===== config.mk =====
export PLATFORM = sky130hd
export DESIGN_NAME = sme_div
export DESIGN_NICKNAME = d
export VERILOG_FILES = /design/src/design/sme_div.sv
export SDC_FILE = /design/constraint.sdc
export NUM_CORES = 1
export LEC_CHECK = 0
export BUFFER_PORTS_ARGS = -buffer_cell sky130_fd_sc_hd__buf_2
export CAP_MARGIN = 20
export CORE_MARGIN = 5
export CORE_UTILIZATION = 50
export DETAILED_ROUTE_END_ITERATION = 16
export HOLD_SLACK_MARGIN = 0.1
export PLACE_DENSITY = 0.84
export REMOVE_ABC_BUFFERS = 1
export SKIP_CTS_REPAIR_TIMING = 1
export SLEW_MARGIN = 0
export SYNTH_ARGS = -nofsm -noshare
export SYNTH_HDL_FRONTEND = slang
export SYNTH_SLANG_ARGS = --single-unit

===== constraint.sdc =====
create_clock -name clk -period 3.85 [get_ports clk]
set_clock_uncertainty 0.05 [all_clocks]
set_input_delay 0.1925 -clock clk [delete_from_list [all_inputs] [get_ports clk]]
set_output_delay 0.1925 -clock clk [all_outputs]
set_load 0.05 [all_outputs]

===== src/design/sme_div.sv =====
// Radix-2 signed divider, one quotient bit per cycle.
// Depends on nothing.
module sme_div
(
    input  logic                  clk,
    input  logic                  rst_n,
    input  logic                  start,
    input  logic [31:0]           num,
    input  logic [31:0]           den,
    output logic                  busy,
    output logic [31:0]           quo,
    output logic [31:0]           rem
);
    logic [5:0]  cnt_reg, cnt_next;
    logic [31:0] q_reg, q_next;
    logic [32:0] r_reg, r_next;
    logic [31:0] d_reg, d_next;
    logic        nq_reg, nq_next, nr_reg, nr_next;
    logic [32:0] trial;
    logic [31:0] qmag, rmag;

    // One restoring step per cycle on magnitudes
    always_comb
    begin
        cnt_next = cnt_reg;
        q_next = q_reg;
        r_next = r_reg;
        d_next = d_reg;
        nq_next = nq_reg;
        nr_next = nr_reg;
        trial = {r_reg[31:0], q_reg[31]} - {1'b0, d_reg};
        if (start)
        begin
            cnt_next = 6'd32;
            q_next = num[31] ? (~num + 32'd1) : num;
            d_next = den[31] ? (~den + 32'd1) : den;
            r_next = '0;
            nq_next = num[31] ^ den[31];
            nr_next = num[31];
        end
        else if (cnt_reg != 6'd0)
        begin
            cnt_next = cnt_reg - 6'd1;
            if (!trial[32])
            begin
                r_next = trial;
                q_next = {q_reg[30:0], 1'b1};
            end
            else
            begin
                r_next = {r_reg[31:0], q_reg[31]};
                q_next = {q_reg[30:0], 1'b0};
            end
        end
    end

    always_ff @(posedge clk or negedge rst_n)
    begin
        if (!rst_n)
            cnt_reg <= '0;
        else
            cnt_reg <= cnt_next;
    end

    always_ff @(posedge clk)
    begin
        q_reg <= q_next;
        r_reg <= r_next;
        d_reg <= d_next;
        nq_reg <= nq_next;
        nr_reg <= nr_next;
    end

    assign busy = (cnt_reg != 6'd0);
    assign qmag = q_reg;
    assign rmag = r_reg[31:0];
    assign quo  = nq_reg ? (~qmag + 32'd1) : qmag;
    assign rem  = nr_reg ? (~rmag + 32'd1) : rmag;
endmodule


==> metrics <==
number of flops mapped to enable cells by yosys 66; Num CTS Buffers 9; total grt overflow 0; cell area power density 802.4 nW/um^2; top cells by count, synth 103 x nand2_1, 103 x xnor2_1, 80 x nor2_1; Final setup viols 9; die height 138.7 um; Worst-path clk slew 0.07 ns; simple-gate share of the synthesized area 0.2005; Routability Congestion 0.9437; initial antenna violation count 2; largest family of logic cells by synthesized area compound AO/OA/AOI/OAI gates; # rows 47; CTS tree built; RSZ-0062 raised after global routing yes; Post-Route WL 21280 um; register bit total from synthesis 104; Ports 132; Slew HR 0.2401; synthesized area per cell 8.534 um^2; TritonCTS Sinks 104; post-route cell area 9921 um^2; Crit path required time 3.61 ns; DP HPWL 16280 um; critical path endpoint category primary output; Syn Inst Count 971; TNS Setup -3.844 ns; largest net degree at the start of global routing 60; Post-synth ARST share 0.05769; Cell variety after synth 67; Post-Synth Adder-Cell Area 0.05828; largest cells by area after synthesis edfxtp_1 24%, xnor2_1 11%, dfxtp_1 7.7%; critical path peak fanout 3; Worst-Margin Slew 1.140 ns; Synth Area in Compound Gates 0.2034; H-tree depth 3; post-placement cell area 9490 um^2; Syn Std Cell Area 8287 um^2; Port Buffers 131; vias per cell 5.699; Worst-Skew Late Latency 0.36 ns; post-synth top area share 0.2392; failing checks setup timing; Leak 4.156 nW; CP arrival 4.18 ns; Area Growth Syn to Fin 19.72%; clk root buf clkbuf_16; commonest register cell after synthesis edfxtp_1; global-route wire length before repair 34560 um; Detail Route Antenna Nets 0; vias in the first global route 7203; share of layout cells above drive strength 1 0.2026; register area share after synthesis 0.3346; Die ar. 19250 um^2; final worst slack -0.5767 ns; gr usage total 0.2135; crit start category register; number of optimization iterations in the first detailed-route pass 6; core area 16410 um^2; final hold vios 0; starting density of the core 0.5051; Min Clock Period, post-route 4.427 ns; Routed WL per cell 15.68 um; Worst VDD drop 0.6914 mV; routed via count 7734; Yosys top cell by area edfxtp_1; max-slew violations 0; fin crit share 1.150; Hold WC Path Type in2reg; proportion of synthesized area in mux cells 0.006040; status finished, violations left; Die X 138.7 um; PnR Total Power 7.961 mW; Ys Warns 0; f_max 225.9 MHz; residual DRC count 0; xor/xnor cell area share of the yosys netlist 0.1533; 1st-iter DRT viols 806; WS Path Type reg2out; max_cap viols 0; Final #Nets 1235; Clock Path Buffers 2
-- stage by stage --
stage                     std cells  setup slack [ns]    util  hold slack (ns)
after global routing           1356           -0.6880  0.6045           0.1002
final                          1357           -0.5767  0.6047          0.09142
after global placement         1335           -0.2112  0.5784         -0.02931
after CTS                      1351           -0.6735  0.5957          -0.4097
after floorplan                 930           -0.7999       -          -0.1531
after detailed placement       1335           -0.2653  0.5784         -0.02730
-- power breakdown --
group          total [mW]  leakage, nW  internal, mW  switching, mW
combinational        5.24         3.02          1.78           3.46
sequential           1.83        0.995          1.49          0.342
clock               0.892        0.143         0.473          0.419
total                7.96         4.16          3.74           4.22
-- per-layer routing --
layer	up-vias	track usage	wire length (um)	share of wire
met4	2	0.07364	525	0.025
met3	39	0.03172	1309	0.062
met5	-	0	11	0.00052
met2	256	0.3715	10360	0.49
li1	3876	-	-	-
met1	3561	0.2720	9072	0.43
-- cells in the final DEF (no fill, tap or decap), types with 5 or more instances in the layout --
cell type and count:
buf_2 117, a311oi_1 22, dfxtp_1 32, clkbuf_16 10
xnor2_1 101, nor2b_1 6, ha_1 37, nand3_1 13
a21o_1 10, o41ai_1 13, o31ai_1 28, nor2_1 80
or4_1 17, xor2_1 42, nor3_1 21, and3_1 8
nand2b_1 13, o21ai_0 65, or3_4 7, buf_4 66
edfxtp_1 66, and2_1 6, nand2_1 103, mux2i_1 5
nor4_1 10, or3_1 20, or4_4 6, inv_1 52
clkinv_2 5, dfrtp_1 6, nand3b_1 6, a21oi_1 67
-- cells by family after synthesis --
kind of cell    after synthesis
simple gates                331
compound gates              255
xor+xnor                    145
flops                       104
buf+inv                      93
fa+ha+maj                    38
mux                           5
-- worst max-delay path: stages, from the launching register on --
cell	delay [ns]
edfxtp_1	0.40
or2_4	0.28
buf_6	0.12
or4_4	0.48
or3_4	0.35
or3_4	0.34
or3_4	0.33
or4_4	0.44
or4_4	0.48
o41ai_4	0.24
xnor2_1	0.16
buf_4	0.22
-- final cells by class --
class | instances | area [um^2]
tap | 220 | 275.3
inverter | 52 | 195.2
multi-input combinational | 774 | 5243
clock inverter | 6 | 32.53
fill | 1398 | 6486
clock buffer | 10 | 250.2
antenna | 2 | 5.005
sequential | 104 | 2773
timing repair buffer | 189 | 1147
-- path summary, 6_finish.rpt --
check                                        from                     end  slack [ns]  cells past startpoint
max in group asynchronous                   rst_n  cnt_reg[3]$_DFFE_PN0P_        3.45                      2
max reg2reg                   q_reg[31]$_DFFE_PP_   r_reg[1]$_SDFFE_PP0P_        0.16                     14
min                                       den[22]     d_reg[22]$_DFFE_PP_        0.09                      2
min reg2reg                cnt_reg[2]$_DFFE_PN0P_  cnt_reg[2]$_DFFE_PN0P_        0.49                      2
max                            q_reg[4]$_DFFE_PP_                 quo[29]       -0.58                     11
min in group asynchronous                   rst_n  cnt_reg[0]$_DFFE_PN0P_        0.15                      2
Note: power is estimated with default switching activity, not from simulation.
